`config.mk`:
```
export PLATFORM = sky130hd
export DESIGN_NAME = tfck_queue
export DESIGN_NICKNAME = d
export VERILOG_FILES = /design/src/sv/tfck_pkg.sv /design/src/sv/tfck_queue.sv
export SDC_FILE = /design/constraint.sdc
export NUM_CORES = 1
export LEC_CHECK = 0
export BUFFER_PORTS_ARGS = -buffer_cell sky130_fd_sc_hd__clkbuf_2
export CAP_MARGIN = 20
export CORE_MARGIN = 2
export CORE_UTILIZATION = 40
export CTS_CLUSTER_DIAMETER = 80
export DETAILED_ROUTE_END_ITERATION = 10
export RECOVER_POWER = 25
export SYNTH_ARGS = -nofsm -noshare
export SYNTH_HDL_FRONTEND = slang
export SYNTH_SLANG_ARGS = --single-unit
```
`constraint.sdc`:
```
create_clock -name clk_i -period 7.5 [get_ports clk_i]
set_input_delay 0.375 -clock clk_i [delete_from_list [all_inputs] [get_ports clk_i]]
set_output_delay 0.375 -clock clk_i [all_outputs]
set_load 0.01 [all_outputs]
```
`src/sv/tfck_pkg.sv`:
```
// Shared types and constants for the top-four candidate keeper.
package tfck_pkg;

  localparam int unsigned POINTS_DEF = 4096;
  localparam int unsigned SLOTS_DEF = 4;
  localparam int unsigned QUEUE_DEPTH = 2;

  localparam logic [1:0] CMD_INSERT = 2'd0;
  localparam logic [1:0] CMD_READ = 2'd1;
  localparam logic [1:0] CMD_WRITE = 2'd2;

  localparam logic CFG_POINT_LIMIT = 1'b0;
  localparam logic CFG_CURRENT_PHOTO = 1'b1;

  localparam logic [12:0] POINT_LIMIT_RST = 13'd4096;
  localparam logic [15:0] PHOTO_RST = 16'd0;

  typedef enum logic [2:0] {
    OP_INSERT,
    OP_READ,
    OP_WRITE,
    OP_REJECT,
    OP_NONE
  } op_e;

  typedef struct packed {
    op_e                op;
    logic [11:0]        point_index;
    logic [1:0]         slot_select;
    logic [23:0]        u;
    logic [23:0]        v;
    logic [15:0]        photo;
    logic signed [31:0] score;
    logic               lock;
    logic               batch_end;
  } req_t;

  typedef struct packed {
    logic [23:0]        u;
    logic [23:0]        v;
    logic [15:0]        photo;
    logic signed [31:0] score;
    logic               locked;
  } slot_t;

  typedef struct packed {
    logic               accepted;
    logic [1:0]         slot_used;
    logic               out_of_range;
    logic [23:0]        read_u;
    logic [23:0]        read_v;
    logic [15:0]        read_photo;
    logic signed [31:0] read_score;
    logic               read_locked;
    logic [31:0]        accepted_total;
  } res_t;

endpackage

```
`src/sv/tfck_queue.sv`:
```
// Small FIFO of decoded requests between front and back end.
module tfck_queue (
  input  logic           clk_i,
  input  logic           rst_ni,
  input  logic           push_i,
  input  tfck_pkg::req_t data_i,
  output logic           full_o,
  input  logic           pop_i,
  output tfck_pkg::req_t data_o,
  output logic           empty_o
);
  import tfck_pkg::*;

  localparam int unsigned PtrW = (QUEUE_DEPTH > 1) ? $clog2(QUEUE_DEPTH) : 1;

  req_t            entry_q [QUEUE_DEPTH];
  logic [PtrW-1:0] wr_ptr_q, rd_ptr_q;
  logic [PtrW:0]   cnt_q;

  assign full_o = cnt_q == (PtrW+1)'(QUEUE_DEPTH);
  assign empty_o = cnt_q == '0;
  assign data_o = entry_q[rd_ptr_q];

  always_ff @(posedge clk_i) begin
    if (push_i) begin
      entry_q[wr_ptr_q] <= data_i;
    end
  end

  always_ff @(posedge clk_i or negedge rst_ni) begin
    if (!rst_ni) begin
      wr_ptr_q <= '0;
      rd_ptr_q <= '0;
      cnt_q <= '0;
    end else begin
      if (push_i) begin
        wr_ptr_q <= wr_ptr_q + 1'b1;
      end
      if (pop_i) begin
        rd_ptr_q <= rd_ptr_q + 1'b1;
      end
      if (push_i && !pop_i) begin
        cnt_q <= cnt_q + 1'b1;
      end else if (!push_i && pop_i) begin
        cnt_q <= cnt_q - 1'b1;
      end
    end
  end

endmodule

```
==> flow_summary.toml <==
[timing]
finalCritPeriodShare_pct = 44.5
hold_violations = 0
fin_crit_ns = 3.34
setup_viol_count_final = 0
worst_pin_slew_ns = 1.09
fmax_ghz = 0.299
final.setup_skew_ns = 0.0131
rsz0062_at_grt = "no"
slew_viol_final = 0
fin_tns_setup_ns = 0
relSlewSlack_pct = 27.5
timing.hold.ws_ns = 0.0510

[status]
status = "finished clean"

[setup_path]
critical_path_arrival_ns = 2.96
path_max_fanout = 71
cp-end-kind = "output pin"
r2r-start = "wr_ptr_q"
ff2ff_setup_slack_ns = 5.14
regToRegEndpoint = "entry_q[1][18]"
crit_type = "flop to output pin"
rr_worst_depth = 2
startpoint = "rd_ptr_q"
crit_end = "data_o[32]"
crit_path_start_kind = "flop"
required_ns = 7.12

[finish]
area_growth_pct = 25.3
fillers = 1768
finalNetCount = 748
layout_commonest_cell = "edfxtp_1"
final_cell_mix = "edfxtp_1, clkbuf_2, mux2_2"
stdcell_area_um2 = 10800
drive_gt1_share_pct = 53.7
antenna_cells = 0

[floorplan]
die_h_um = 151
io_pins = 236
core_um2 = 21100
die-width_um = 151
initial_core_util_pct = 41.0
row_count = 53
dieArea_um2 = 22800

[logic_synthesis]
ys_ff_latch = 234
yosysWarnings = 0
syn_avg_cell_area_um2 = 23.1
synth_area_um2 = 8640
synth_nets = 494
yosysSeqAreaShare_pct = 81.1
ys_types = 13
syn_inst = 374

[global_routing]
grt_pass1_vias = 4510
grt_pass1_wl_mm = 23.5
antenna_found_initial = 0
gr-total-overflow = 0
grt_max_degree = 72
grt_usage_pct = 13.3

[power_and_ir_drop]
peakVddDrop_mv = 0.216
p_per_area_nw_per_um2 = 380
p_leak_nw = 4.13

[clock_tree]
cts_buffer_depth = 3
ctsResizeCount = 0
cts_tree = "yes"
clk_latency_ns = 0.51
cts_htree_levels = 1
clkTransAtPathRegs_ns = 0.06
cts.sinks = 234
root_buffer = "clkbuf_16"
cts_buffers = 25
postCtsSetupBuffers = 0

[min_path]
hold_class = "input port to flop"
min_path_cells = 1

[routing]
drtIter0Drc = 196
wl_per_cell_um = 17.3
num_vias = 4261
viasPerCell = 4.63
antenna_left = 0
drc_errors = 0
routed_wl_mm = 15.9
dr.pass1.iters = 4

[placed_design]
place_congestion = 0.740
dpl_cell_area_um2 = 10100
io_buffers = 235

[job]
cap_violations = 0
[metrics by stage]
stage,setup slack [ns],power [W],utilization [%],instances
after CTS,4.05,0.00419,51.6,921
after detailed placement,4.61,0.00304,47.9,875
after global placement,4.66,0.00301,47.9,875
final,4.16,0.00412,51.3,921
after global routing,3.97,0.00431,51.3,921
after floorplan,1.41,0.00265,-,374
[how the worst min path moves through the flow]
stage	start	to	slack, ns
2_1_floorplan	rst_ni	cnt_q[0]	0.08
3_3_place_gp	rst_ni	cnt_q[0]	0.18
3_5_place_dp	rst_ni	cnt_q[1]	0.19
4_1_cts	data_i[7]	entry_q[1][7]	0.02
5_1_grt	data_i[38]	entry_q[1][38]	0.03
6_report	data_i[7]	entry_q[0][7]	0.05
[Yosys cell counts]
cell / number / area, µm²
xor2_1: 4 / 35.0
and2_1: 1 / 6.26
buf_6: 6 / 67.6
buf_2: 7 / 35.0
nor2b_1: 2 / 12.5
xnor2_1: 1 / 8.76
edfxtp_1: 230 / 6910
mux2_2: 75 / 845
nor2_1: 2 / 7.51
mux2_4: 40 / 601
inv_1: 1 / 3.75
ha_1: 1 / 12.5
dfrtp_1: 4 / 100
[state kept, by name, indices dropped and copies added (netlist names)]
name / count
rd_ptr_q: 1
entry_q: 230
wr_ptr_q: 1
cnt_q: 2
[where the power goes]
part,total [W],leakage (nW),switching (W),internal [W]
Clock,0.00114,0.375,0.000460,0.000675
Combinational,0.00113,1.55,0.000576,0.000552
Sequential,0.00185,2.20,0.000113,0.00174
[worst max-delay path, cell delays in order, from the launching register on]
cell	delay (ns)
dfrtp_4	0.88
buf_4	0.93
mux2_2	0.44
clkbuf_2	0.13
[cell families (layout without fill, tap and decap cells)]
kind of cell  Yosys count  after routing  synth area share (%)
flops                 234            234                  81.1
mux                   115            115                  16.7
buf+inv                14            286                  1.23
xor+xnor                5              5                 0.507
simple gates            5              5                 0.304
fa+ha+maj               1              1                 0.145
[timing repair]
action / CTS / global route
endpoints found under the hold margin: 4 / 0
hold buffers: 1 / 0
endpoints found under the setup margin: 0 / 0
[layout make-up]
type	count	area (µm²)	area share, %
inverters	1	3.75	0.0347
clock buffers	29	641	5.92
flip-flops and latches	234	7010	64.8
clock inverters	16	123	1.13
well taps	275	344	3.18
repair buffers	240	1160	10.8
multi-input cells	126	1540	14.2
[metal layers]
| layer | vias to the layer above | global-route usage [%] | wire length (µm) |
|---|---|---|---|
| met5 | - | 0 | 0 |
| met4 | 0 | 3.69 | 442 |
| met3 | 33 | 4.37 | 1390 |
| met2 | 169 | 22.4 | 7730 |
| met1 | 2067 | 16.6 | 6380 |
| li1 | 1992 | - | - |
(Power assumes the default switching activity.)
