### config.mk
export PLATFORM = sky130hd
export DESIGN_NAME = tfck_front
export DESIGN_NICKNAME = d
export VERILOG_FILES = /design/src/sv/tfck_pkg.sv /design/src/sv/tfck_front.sv
export SDC_FILE = /design/constraint.sdc
export NUM_CORES = 1
export LEC_CHECK = 0
export BUFFER_PORTS_ARGS = -buffer_cell sky130_fd_sc_hd__buf_2
export CAP_MARGIN = 10
export CORE_ASPECT_RATIO = 0.5
export CORE_MARGIN = 5
export CORE_UTILIZATION = 35
export CTS_BUF_LIST = sky130_fd_sc_hd__clkbuf_4 sky130_fd_sc_hd__clkbuf_8 sky130_fd_sc_hd__clkbuf_16
export CTS_CLUSTER_DIAMETER = 50
export DETAILED_ROUTE_END_ITERATION = 7
export GPL_TIMING_DRIVEN = 0
export PLACE_DENSITY = 0.81
export SYNTH_ARGS = -nofsm -noshare
export SYNTH_HDL_FRONTEND = slang
export SYNTH_SLANG_ARGS = --single-unit
### constraint.sdc
create_clock -name clk_i -period 1.8 [get_ports clk_i]
set_input_delay 0.36 -clock clk_i [delete_from_list [all_inputs] [get_ports clk_i]]
set_output_delay 0.36 -clock clk_i [all_outputs]
set_load 0.1 [all_outputs]
### src/sv/tfck_pkg.sv
// Shared types and constants for the top-four candidate keeper.
package tfck_pkg;

  localparam int unsigned POINTS_DEF = 4096;
  localparam int unsigned SLOTS_DEF = 4;
  localparam int unsigned QUEUE_DEPTH = 2;

  localparam logic [1:0] CMD_INSERT = 2'd0;
  localparam logic [1:0] CMD_READ = 2'd1;
  localparam logic [1:0] CMD_WRITE = 2'd2;

  localparam logic CFG_POINT_LIMIT = 1'b0;
  localparam logic CFG_CURRENT_PHOTO = 1'b1;

  localparam logic [12:0] POINT_LIMIT_RST = 13'd4096;
  localparam logic [15:0] PHOTO_RST = 16'd0;

  typedef enum logic [2:0] {
    OP_INSERT,
    OP_READ,
    OP_WRITE,
    OP_REJECT,
    OP_NONE
  } op_e;

  typedef struct packed {
    op_e                op;
    logic [11:0]        point_index;
    logic [1:0]         slot_select;
    logic [23:0]        u;
    logic [23:0]        v;
    logic [15:0]        photo;
    logic signed [31:0] score;
    logic               lock;
    logic               batch_end;
  } req_t;

  typedef struct packed {
    logic [23:0]        u;
    logic [23:0]        v;
    logic [15:0]        photo;
    logic signed [31:0] score;
    logic               locked;
  } slot_t;

  typedef struct packed {
    logic               accepted;
    logic [1:0]         slot_used;
    logic               out_of_range;
    logic [23:0]        read_u;
    logic [23:0]        read_v;
    logic [15:0]        read_photo;
    logic signed [31:0] read_score;
    logic               read_locked;
    logic [31:0]        accepted_total;
  } res_t;

endpackage

### src/sv/tfck_front.sv
// Front end: configuration registers, command decode and range checks.
module tfck_front #(
  parameter int unsigned POINTS = tfck_pkg::POINTS_DEF,
  parameter int unsigned SLOTS_PER_POINT = tfck_pkg::SLOTS_DEF
) (
  input  logic               clk_i,
  input  logic               rst_ni,
  input  logic               start_i,
  output logic               busy_o,
  input  logic               cfg_we_i,
  input  logic               cfg_idx_i,
  input  logic [15:0]        cfg_data_i,
  input  logic [1:0]         cmd_i,
  input  logic [11:0]        point_index_i,
  input  logic [1:0]         slot_select_i,
  input  logic [23:0]        u_coord_i,
  input  logic [23:0]        v_coord_i,
  input  logic [15:0]        photo_in_i,
  input  logic signed [31:0] score_in_i,
  input  logic               lock_in_i,
  input  logic               batch_end_i,
  input  logic               q_full_i,
  output logic               q_push_o,
  output tfck_pkg::req_t     q_data_o
);
  import tfck_pkg::*;

  logic [12:0] point_limit_q;
  logic [15:0] photo_q;
  logic        pt_ok;
  logic        sel_ok;

  always_ff @(posedge clk_i or negedge rst_ni) begin
    if (!rst_ni) begin
      point_limit_q <= POINT_LIMIT_RST;
      photo_q <= PHOTO_RST;
    end else if (cfg_we_i) begin
      unique case (cfg_idx_i)
        CFG_POINT_LIMIT:   point_limit_q <= cfg_data_i[12:0];
        CFG_CURRENT_PHOTO: photo_q <= cfg_data_i;
        default: ;
      endcase
    end
  end

  assign pt_ok = ({1'b0, point_index_i} < point_limit_q) && (32'(point_index_i) < POINTS);
  assign sel_ok = 32'(slot_select_i) < SLOTS_PER_POINT;

  always_comb begin
    q_data_o.point_index = point_index_i;
    q_data_o.slot_select = slot_select_i;
    q_data_o.u = u_coord_i;
    q_data_o.v = v_coord_i;
    q_data_o.photo = photo_in_i;
    q_data_o.score = score_in_i;
    q_data_o.lock = lock_in_i;
    q_data_o.batch_end = batch_end_i;
    unique case (cmd_i)
      CMD_INSERT: begin
        q_data_o.op = pt_ok ? OP_INSERT : OP_REJECT;
        q_data_o.photo = photo_q;
      end
      CMD_READ:  q_data_o.op = (pt_ok && sel_ok) ? OP_READ : OP_REJECT;
      CMD_WRITE: q_data_o.op = (pt_ok && sel_ok) ? OP_WRITE : OP_REJECT;
      default:   q_data_o.op = OP_NONE;
    endcase
  end

  assign busy_o = q_full_i;
  assign q_push_o = start_i && !q_full_i;

endmodule

==> impl_results.md, run 1 <==
* Maximum fanout encountered on the critical timing path at 2
* Post-layout net count at 560
* Max frequency at 441 MHz
* Most common cell after layout, fill and taps aside: buf_2
* Maximum number of pins on one net before global-route repair at 30
* Number of antenna violations at the first check in global routing at 0
* Type of the setup path with the least slack: register to primary output
* Die Height at 67.4 um
* Post-synth cell types at 20
* Flop2flop setup slack at 1.02 ns
* Switching share of total power at 49.3%
* Synthesized flop and latch total at 29
* Min-delay worst type: input port to asynchronous set/reset pin
* # diodes at 0
* Failing checks: setup timing
* Sequential Power Share at 21.8%
* Startpoint type of the worst setup path: register
* Slew Limit Fails at 0
* Maximum number of buffers from clock root to sink at 2
* Post-Route Skew at 0 ns
* CTS buffer count at 5
* RD Place Congestion at 0.874
* Clock tree sinks at 29
* GRT Total Usage at 15.3%
* Top post-synthesis cells by area: buf_4, dfrtp_1, mux2_2, ha_1, o21ai_0
* Number of ports placed on the die boundary at 253
* CTS tree: yes
* Portion of the clock cycle consumed by the worst path in the final layout at 126%
* Total length of routed wires at 7200 um
* Internal power of the cells at 1.84 mW
* Routed wire per std cell at 14.3 um
* Initial core utilization at 37.0%
* Die boundary width at 125 um
* Clock Pin Slew Worst Setup and Hold Paths at 0.05 ns
* Destination of the worst register-to-register timing path: photo_q[6]
* Required time at the endpoint of the critical path at 1.44 ns
* Total via count after detailed routing at 2124
* Largest vdd supply drop at 0.000412 V
* Post-Synthesis Net Count at 382
* Final setup viols at 2
* Post-synthesis instance area at 2300 sq um
* RSZ-0062 raised after global routing: true
* Final core utilization at 58.5%
* Post-route DRC at 0
* Pre-CTS setup slack at -0.498 ns
* Most area-hungry cell type in the Yosys netlist: buf_4
* Status: finished, violations left
* Length of the first detailed-routing pass in iterations at 4
* Total of buffers placed on input and output ports at 168
* Hold violation count in the final report at 0
* Total congestion overflow after global routing at 0
* Combinational share of power at 54.9%
* Static leakage at 1.97 nW
* Commonest cells after routing, fill and taps aside: buf_2, buf_4, mux2_2
* Min setup slack post-route at -0.469 ns
* Post-Synthesis Cells at 235
* Mean instance size in the synthesized netlist at 9.81 sq um
* Die area at 8410 sq um
* Number of H-tree levels at 2
* Pin slew with the least headroom to its limit at 0.625 ns
* Arrival time of data at the critical path endpoint at 1.91 ns
* Endpoint kind of the worst setup timing path: primary output
* Cell depth of the worst flop-to-flop path at 1
* Post-DR vias/cell at 4.23
* Final critical-path required period at 2.27 ns
* Max capacitance violation total at 0
* Normalized max-slew margin at 58.3%
* Half-perimeter wire length after placement at 6090 um
* Clk root buf: clkbuf_16
* Placeable core region at 6230 sq um
* Clock network fraction of total power at 23.3%
* First DRT Iteration DRCs at 115
* P per Cell Area at 994 nW/um^2
* Portion of synthesized cell area occupied by the leading cell type at 31.9%
* DRT antenna net count at 0
* Number of warning messages in the yosys log at 0
* RR Startpoint: photo_q[6]
* Sequential-to-total area share from yosys stat at 31.5%
* Switching Power at 1.79 mW
* Via count of the first global-routing pass at 2231
* Layout-stage area growth over the synthesis result at 58.2%
* Clock insertion delay at the later pin of the skew report at 0.27 ns
* Total Power at 3.62 mW
* First-pass GRT wire length at 10500 um
* Share of final-layout standard cells stronger than drive strength 1 at 81.2%
* Row Count at 20
* Worst hold slack across all endpoints at 0.105 ns
* Total of fill cells in the finished design at 511
## registers in the layout, summed over array words and instances, names as in the netlist
name	cells
photo_q	16
point_limit_q	13
## cell families (layout without fill, tap and decap cells)
group | after synthesis | count (layout) | share of synthesized area, %
buffers and inverters | 116 | 295 | 35.0
adders and majority gates | 11 | 11 | 5.97
and+or+nand+nor | 22 | 22 | 4.99
AOI/OAI and AO/OA | 23 | 23 | 5.92
DFF | 29 | 29 | 31.5
muxes | 34 | 34 | 16.6
## stage by stage
stage | instance area [sq um] | setup TNS, ns | instances
after detailed placement | 3380 | -3.00 | 491
final | 3650 | -0.935 | 502
after floorplan | 2430 | -0.654 | 235
after global placement | 3380 | -2.91 | 491
after global routing | 3650 | -1.11 | 502
after CTS | 3610 | -0.945 | 502
## synthesized netlist by cell type
cell / n
nor2_1: 2
a21oi_1: 4
nand4b_4: 1
buf_4: 98
nand2_1: 14
dfrtp_1: 28
o21ai_0: 14
nor3b_1: 1
dfstp_2: 1
clkbuf_1: 2
buf_2: 2
ha_1: 11
nor2_2: 1
inv_1: 14
nor3_1: 1
mux2_2: 34
nor2b_1: 2
o32ai_1: 1
a211oi_1: 3
a2111oi_2: 1
## layer usage
layer	up-vias	part of all wire, %	track usage (%)
met5	-	0	0
met4	0	0.90	4.64
met3	10	8.1	3.79
met2	110	57	31.1
met1	977	34	16.0
li1	1027	-	-
## worst max-delay path, stage by stage, from the launching register on
cell and delay (ns):
dfrtp_1 0.31, inv_1 0.06, ha_1 0.28, nand2_2 0.06, a2111oi_4 0.32, a211oi_2 0.11, buf_4 0.17, a21oi_4 0.14
buf_12 0.19
## area by class of cell
type	instances	area [sq um]	area share, %
multi-input cells	90	923	25.3
repair buffers	171	918	25.2
plain buffers	102	757	20.8
flip-flops and latches	29	727	19.9
clock buffers	7	153	4.19
well taps	88	110	3.02
inverters	14	52.6	1.44
clock inverters	1	5.00	0.137
## what timing repair did
| item | in CTS | in global routing |
|---|---|---|
| resized for setup | 12 | 22 |
| buffers inserted | 3 | 1 |
| pin swaps | 4 | 0 |
| endpoints found under the setup margin | 13 | 11 |
| hold buffers | 0 | 0 |
## power groups by stage
stage | Clock (mW) | Combinational, mW | Sequential (mW)
CTS | 0.846 | 1.97 | 0.789
global route | 0.895 | 2.07 | 0.796
finish | 0.844 | 1.99 | 0.791
floorplan | 0 | 1.66 | 0.782
detailed placement | 0 | 1.92 | 0.798
global placement | 0 | 1.90 | 0.795
## worst max-delay path by stage
stage                          start            end
global placement    point_index_i[4]  q_data_o[112]
finish              point_limit_q[5]  q_data_o[112]
detailed placement  point_index_i[4]  q_data_o[112]
CTS                 point_limit_q[6]  q_data_o[112]
global route        point_limit_q[5]  q_data_o[113]
floorplan           point_limit_q[3]  q_data_o[112]
(Power assumes the default switching activity.)
==> inputs of run 2 (changes only) <==
SKIP_CTS_REPAIR_TIMING = 1   (was not set)
==> run 2 against run 1 <==
  * The flow still finishes with violations (setup timing)
  * Power grew 0.11%
  * Register-to-register slack is essentially flat
  * Die area is the same
  * Combinational power is essentially flat
  * Flip-flop and latch count is the same
  * Clock power grew 0.7%
  * Cell count grew 0.20%
  * Global-route usage shrank 0.45 points
  * Utilization grew 0.080 points
  * Setup slack lost 0.00067 ns
  * Critical path type unchanged
==> impl_results.md, run 2 (synthesis results as in run 1) <==
* CTS buffer count at 5 (unchanged)
* Row Count at 20 (unchanged)
* RR Startpoint: photo_q[6]
* Total congestion overflow after global routing at 0 (unchanged)
* GRT Total Usage at 14.9% (-0.45 points)
* RD Place Congestion at 0.874 (unchanged)
* Share of final-layout standard cells stronger than drive strength 1 at 81.0% (-0.20 points)
* Post-Route Skew at 0 ns (unchanged)
* Slew Limit Fails at 0 (unchanged)
* Max capacitance violation total at 0 (unchanged)
* Global routing's busiest layer: met2
* Post-DR vias/cell at 4.26 (+0.69%)
* Maximum number of pins on one net before global-route repair at 30 (unchanged)
* Min setup slack post-route at -0.469 ns (-0.000669 ns)
* Commonest cells after routing, fill and taps aside: buf_2, buf_4, mux2_2
* First DRT Iteration DRCs at 98 (-15%)
* Largest vdd supply drop at 0.000411 V (-0.15%)
* Most common cell after layout, fill and taps aside: buf_2
* Count of placed standard cells including taps at 491 (unchanged)
* Die area at 8410 sq um (unchanged)
* Clk root buf: clkbuf_16
* Largest registers ranked by flip-flop count: photo_q: 16 flops, point_limit_q: 13 flops
* Max frequency at 441 MHz (about the same)
* Count of non-filler cells in the finished layout at 503 (+0.20%)
* Footprint of the multi-input gates at 918 sq um (-0.54%)
* Largest register FFs at 16 (unchanged)
* Final critical-path required period at 2.27 ns (+0.000669 ns)
* First-pass GRT wire length at 10200 um (-3.0%)
* Maximum number of buffers from clock root to sink at 2 (unchanged)
* DRT antenna net count at 0 (unchanged)
* Number of H-tree levels at 2 (unchanged)
* Clock Pin Slew Worst Setup and Hold Paths at 0.05 ns (about the same)
* Hold violation count in the final report at 0 (unchanged)
* Clock insertion delay at the later pin of the skew report at 0.27 ns (about the same)
* Worst hold slack across all endpoints at 0.105 ns (-0.000764 ns)
* Met3 track utilization from global routing at 3.79% (unchanged)
* Final setup viols at 2 (unchanged)
* Total of fill cells in the finished design at 511 (unchanged)
* Die boundary width at 125 um (unchanged)
* Startpoint type of the worst setup path: register
* Type of the setup path with the least slack: register to primary output
* Die Height at 67.4 um (unchanged)
* Half-perimeter wire length after placement at 6090 um (unchanged)
* Total of buffers placed on input and output ports at 168 (unchanged)
* Total via count after detailed routing at 2143 (+0.89%)
* Number of ports placed on the die boundary at 253 (unchanged)
* Portion of the clock cycle consumed by the worst path in the final layout at 126% (about the same)
* Placeable core region at 6230 sq um (unchanged)
* Min-delay worst type: input port to asynchronous set/reset pin
* Routed wire per std cell at 14.2 um (-0.88%)
* CTS tree: yes
* Number of antenna violations at the first check in global routing at 0 (unchanged)
* Met1 GRT Util at 15.6% (-0.43 points)
* Maximum fanout encountered on the critical timing path at 2 (unchanged)
* Initial core utilization at 37.0% (unchanged)
* Clock tree sinks at 29 (unchanged)
* Post-Route Setup TNS at -0.934 ns (+0.00133 ns)
* RSZ-0062 raised after global routing: true
* Length of the first detailed-routing pass in iterations at 4 (unchanged)
* Post-layout net count at 561 (+0.18%)
* Via count of the first global-routing pass at 2180 (-2.3%)
* Static leakage at 1.97 nW (+0.25%)
* GR Util met2 at 30.0% (-1.1 points)
* Endpoint kind of the worst setup timing path: primary output
* Critical path launch point: point_limit_q[10]
* Register area at 727 sq um (unchanged)
* P per Cell Area at 994 nW/um^2 (about the same)
* Post-route DRC at 0 (unchanged)
* Layout-stage area growth over the synthesis result at 58.4%
* Failing checks: setup timing
* Total length of routed wires at 7150 um (-0.68%)
* Pin slew with the least headroom to its limit at 0.624 ns (-0.00113 ns)
* # diodes at 0 (unchanged)
* Arrival time of data at the critical path endpoint at 1.91 ns (about the same)
* Status: finished, violations left
* Register name with the most flops: photo_q
* Required time at the endpoint of the critical path at 1.44 ns (about the same)
* Normalized max-slew margin at 58.4% (+0.075 points)
## run 2: final timing paths
path                                    end  slack (ns)  cells past startpoint
setup / recovery              q_data_o[112]       -0.47                      8
hold reg to reg                 photo_q[14]        0.50                      1
setup reg to reg                 photo_q[6]        1.02                      1
hold / removal             point_limit_q[8]        0.10                      1
max in group asynchronous        photo_q[4]        1.28                      1
min in group clk_i         point_limit_q[2]        0.31                      3
## run 2: critical path, stage by stage, from the launching register on
cell      delay (ns)
dfrtp_1         0.31
inv_1           0.07
ha_4            0.29
a211oi_1        0.07
o32ai_1         0.33
a211oi_2        0.08
buf_4           0.17
a21oi_4         0.14
buf_12          0.18
## run 2: final cells by class
| cell class | count | area share, % |
|---|---|---|
| Sequential cell | 29 | 19.9 |
| Timing Repair Buffer | 172 | 25.4 |
| Inverter | 14 | 1.44 |
| Buffer | 102 | 20.7 |
| Tap cell | 88 | 3.02 |
| Clock inverter | 1 | 0.137 |
| Multi-Input combinational cell | 90 | 25.2 |
| Clock buffer | 7 | 4.18 |
## run 2: through the flow
stage / util, % / power (mW) / cell area [sq um] / setup slack (ns)
CTS: 56.8 / 3.57 / 3540 / -0.697
global placement: 54.3 / 2.70 / 3380 / -0.476
detailed placement: 54.3 / 2.72 / 3380 / -0.498
finish: 58.6 / 3.63 / 3650 / -0.469
floorplan: - / 2.44 / 2430 / -0.327
global route: 58.6 / 3.76 / 3650 / -0.563
## run 2: power by group
| group | switching (mW) | total [mW] | internal [mW] |
|---|---|---|---|
| Combinational | 1.48 | 1.99 | 0.508 |
| Clock | 0.267 | 0.850 | 0.583 |
| Sequential | 0.0431 | 0.791 | 0.748 |
| Total | 1.79 | 3.63 | 1.84 |
## run 2: per-layer routing
metal | share of wire (%) | up-vias
met5 | 0 | -
met4 | 0.85 | 0
met3 | 8.3 | 7
met2 | 57 | 113
met1 | 34 | 991
li1 | - | 1032
==> inputs of run 3 (changes only) <==
TNS_END_PERCENT = 1   (was not set)
==> run 3 against run 2 <==
  * The run still ends with setup timing left
  * Cell count is 0.60% lower
  * Count of clock-buffer cells in the layout up 1
  * Combinational power barely moved
  * Critical path type unchanged
  * Largest cell class unchanged
==> impl_results.md, run 3 (synthesis results as in run 1) <==
* DR WL met2 at 4040 um (-1.5%)
* First DRT Iteration DRCs at 73 (-26%)
* Hold violation count in the final report at 0 (unchanged)
* Top metal layer carrying routed signals: met4
* Number of H-tree levels at 2 (unchanged)
* Total congestion overflow after global routing at 0 (unchanged)
* Clock insertion delay at the later pin of the skew report at 0.27 ns (about the same)
* RSZ-0062 raised after global routing: true
* Register name with the most flops: photo_q
* Share of final-layout standard cells stronger than drive strength 1 at 82.0% (+1.1 points)
* Maximum number of pins on one net before global-route repair at 30 (unchanged)
* Via count of the first global-routing pass at 2155 (-1.1%)
* Min-delay worst type: input port to asynchronous set/reset pin
* Routed wire per std cell at 14.4 um (+1.3%)
* RR Startpoint: photo_q[6]
* CTS buffer count at 5 (unchanged)
* Largest vdd supply drop at 0.000552 V (+34%)
* Final setup viols at 3 (+1)
* Die Height at 67.4 um (unchanged)
* Ordered cell list for the critical path: inv_2, ha_4, nand2_4, a2111oi_4, a211oi_2, buf_4, a21oi_4, buf_12
* Post-layout net count at 558 (-0.53%)
* Min setup slack post-route at -0.501 ns (-0.0316 ns)
* Met1 WL at 2540 um (+6.1%)
* Number of antenna violations at the first check in global routing at 0 (unchanged)
* # diodes at 0 (unchanged)
* Maximum fanout encountered on the critical timing path at 2 (unchanged)
* Max capacitance violation total at 0 (unchanged)
* DRT antenna net count at 0 (unchanged)
* Critical path launch point: point_limit_q[6]
* Initial core utilization at 37.0% (unchanged)
* Most common cell after layout, fill and taps aside: buf_2
* Status: finished, violations left
* Post-Route Skew at 0 ns (unchanged)
* Total via count after detailed routing at 2122 (-0.98%)
* Pin slew with the least headroom to its limit at 0.616 ns (-0.00735 ns)
* GRT Total Usage at 14.2% (-0.68 points)
* Slew Limit Fails at 0 (unchanged)
* Post-DR vias/cell at 4.24 (-0.39%)
* Total Power at 3.64 mW (+0.36%)
* Max frequency at 435 MHz (-1.4%)
* Clock tree sinks at 29 (unchanged)
* Startpoint type of the worst setup path: register
* Maximum number of buffers from clock root to sink at 2 (unchanged)
* Endpoint kind of the worst setup timing path: primary output
* RD Place Congestion at 0.876 (+0.24%)
* Die boundary width at 125 um (unchanged)
* Largest registers ranked by flip-flop count: photo_q: 16 flops, point_limit_q: 13 flops
* Delay of the slowest cell on the worst path at 0.35 ns (+0.02 ns)
* Clock Pin Slew Worst Setup and Hold Paths at 0.05 ns (about the same)
* Row Count at 20 (unchanged)
* Post-Route Setup TNS at -1.01 ns (-0.0775 ns)
* Layout-stage area growth over the synthesis result at 60.2%
* Number of ports placed on the die boundary at 253 (unchanged)
* Type of the setup path with the least slack: register to primary output
* Static leakage at 1.97 nW (-0.12%)
* CP max stage cell: dfrtp_1
* Die area at 8410 sq um (unchanged)
* Clk root buf: clkbuf_16
* P per Cell Area at 986 nW/um^2 (-0.76%)
* Final critical-path required period at 2.30 ns (+0.0316 ns)
* Half-perimeter wire length after placement at 6080 um (about the same)
* Normalized max-slew margin at 58.9% (+0.49 points)
* Length of the first detailed-routing pass in iterations at 4 (unchanged)
* Post-route DRC at 0 (unchanged)
* Total of buffers placed on input and output ports at 168 (unchanged)
* WL met3 at 572 um (-4.0%)
* Total length of routed wires at 7200 um (+0.66%)
* Portion of the clock cycle consumed by the worst path in the final layout at 128% (+1.8 points)
* Required time at the endpoint of the critical path at 1.44 ns (about the same)
* Commonest cells after routing, fill and taps aside: buf_2, buf_4, mux2_2
* Placeable core region at 6230 sq um (unchanged)
* Failing checks: setup timing
* CTS tree: yes
* Arrival time of data at the critical path endpoint at 1.94 ns (+0.03 ns)
* Largest register FFs at 16 (unchanged)
* First-pass GRT wire length at 9870 um (-3.2%)
[run 3: layout make-up]
cell class | count | area [sq um]
tap | 88 | 110
timing repair buffer | 169 | 937
sequential | 29 | 727
clock buffer | 8 | 154
buffer | 102 | 761
multi-input combinational | 90 | 951
inverter | 14 | 52.6
fill | 506 | 2540
[run 3: where the power goes]
part / switching, mW / leakage, nW / internal, mW
sequential: 0.0442 / 0.345 / 0.748
combinational: 1.49 / 1.55 / 0.530
clock: 0.248 / 0.0780 / 0.578
[run 3: worst paths after layout]
kind / end / cells past startpoint / slack (ns)
setup / recovery: q_data_o[113] / 8 / -0.50
setup reg to reg: photo_q[6] / 1 / 1.03
hold reg to reg: photo_q[13] / 1 / 0.50
max in group asynchronous: point_limit_q[11] / 1 / 1.29
min in group clk_i: point_limit_q[10] / 3 / 0.31
hold / removal: photo_q[7] / 1 / 0.11
[run 3: per-stage QoR]
step | utilization, % | instance area (sq um) | instances | setup WS (ns) | hold slack, ns
after CTS | 56.7 | 3530 | 499 | -0.734 | 0.131
after global placement | 54.2 | 3380 | 491 | -0.452 | 0.406
after global routing | 59.3 | 3690 | 500 | -0.560 | 0.152
final | 59.3 | 3690 | 500 | -0.501 | 0.107
after detailed placement | 54.2 | 3380 | 491 | -0.478 | 0.411
after floorplan | - | 2430 | 235 | -0.327 | 0.0644
[run 3: per-layer routing]
metal	GRT usage (%)	up-vias
met5	0	-
met4	3.69	0
met3	3.87	4
met2	28.8	114
met1	14.8	976
li1	-	1028
[run 3: critical path: cells and delay by family, from the launching register on]
kind	cells	cell delay [ns]
buffers and inverters	3	0.42
AO/OA/AOI/OAI	3	0.57
flip-flops	1	0.35
AND/OR/NAND/NOR	1	0.05
adder cells (fa/ha/maj)	1	0.28
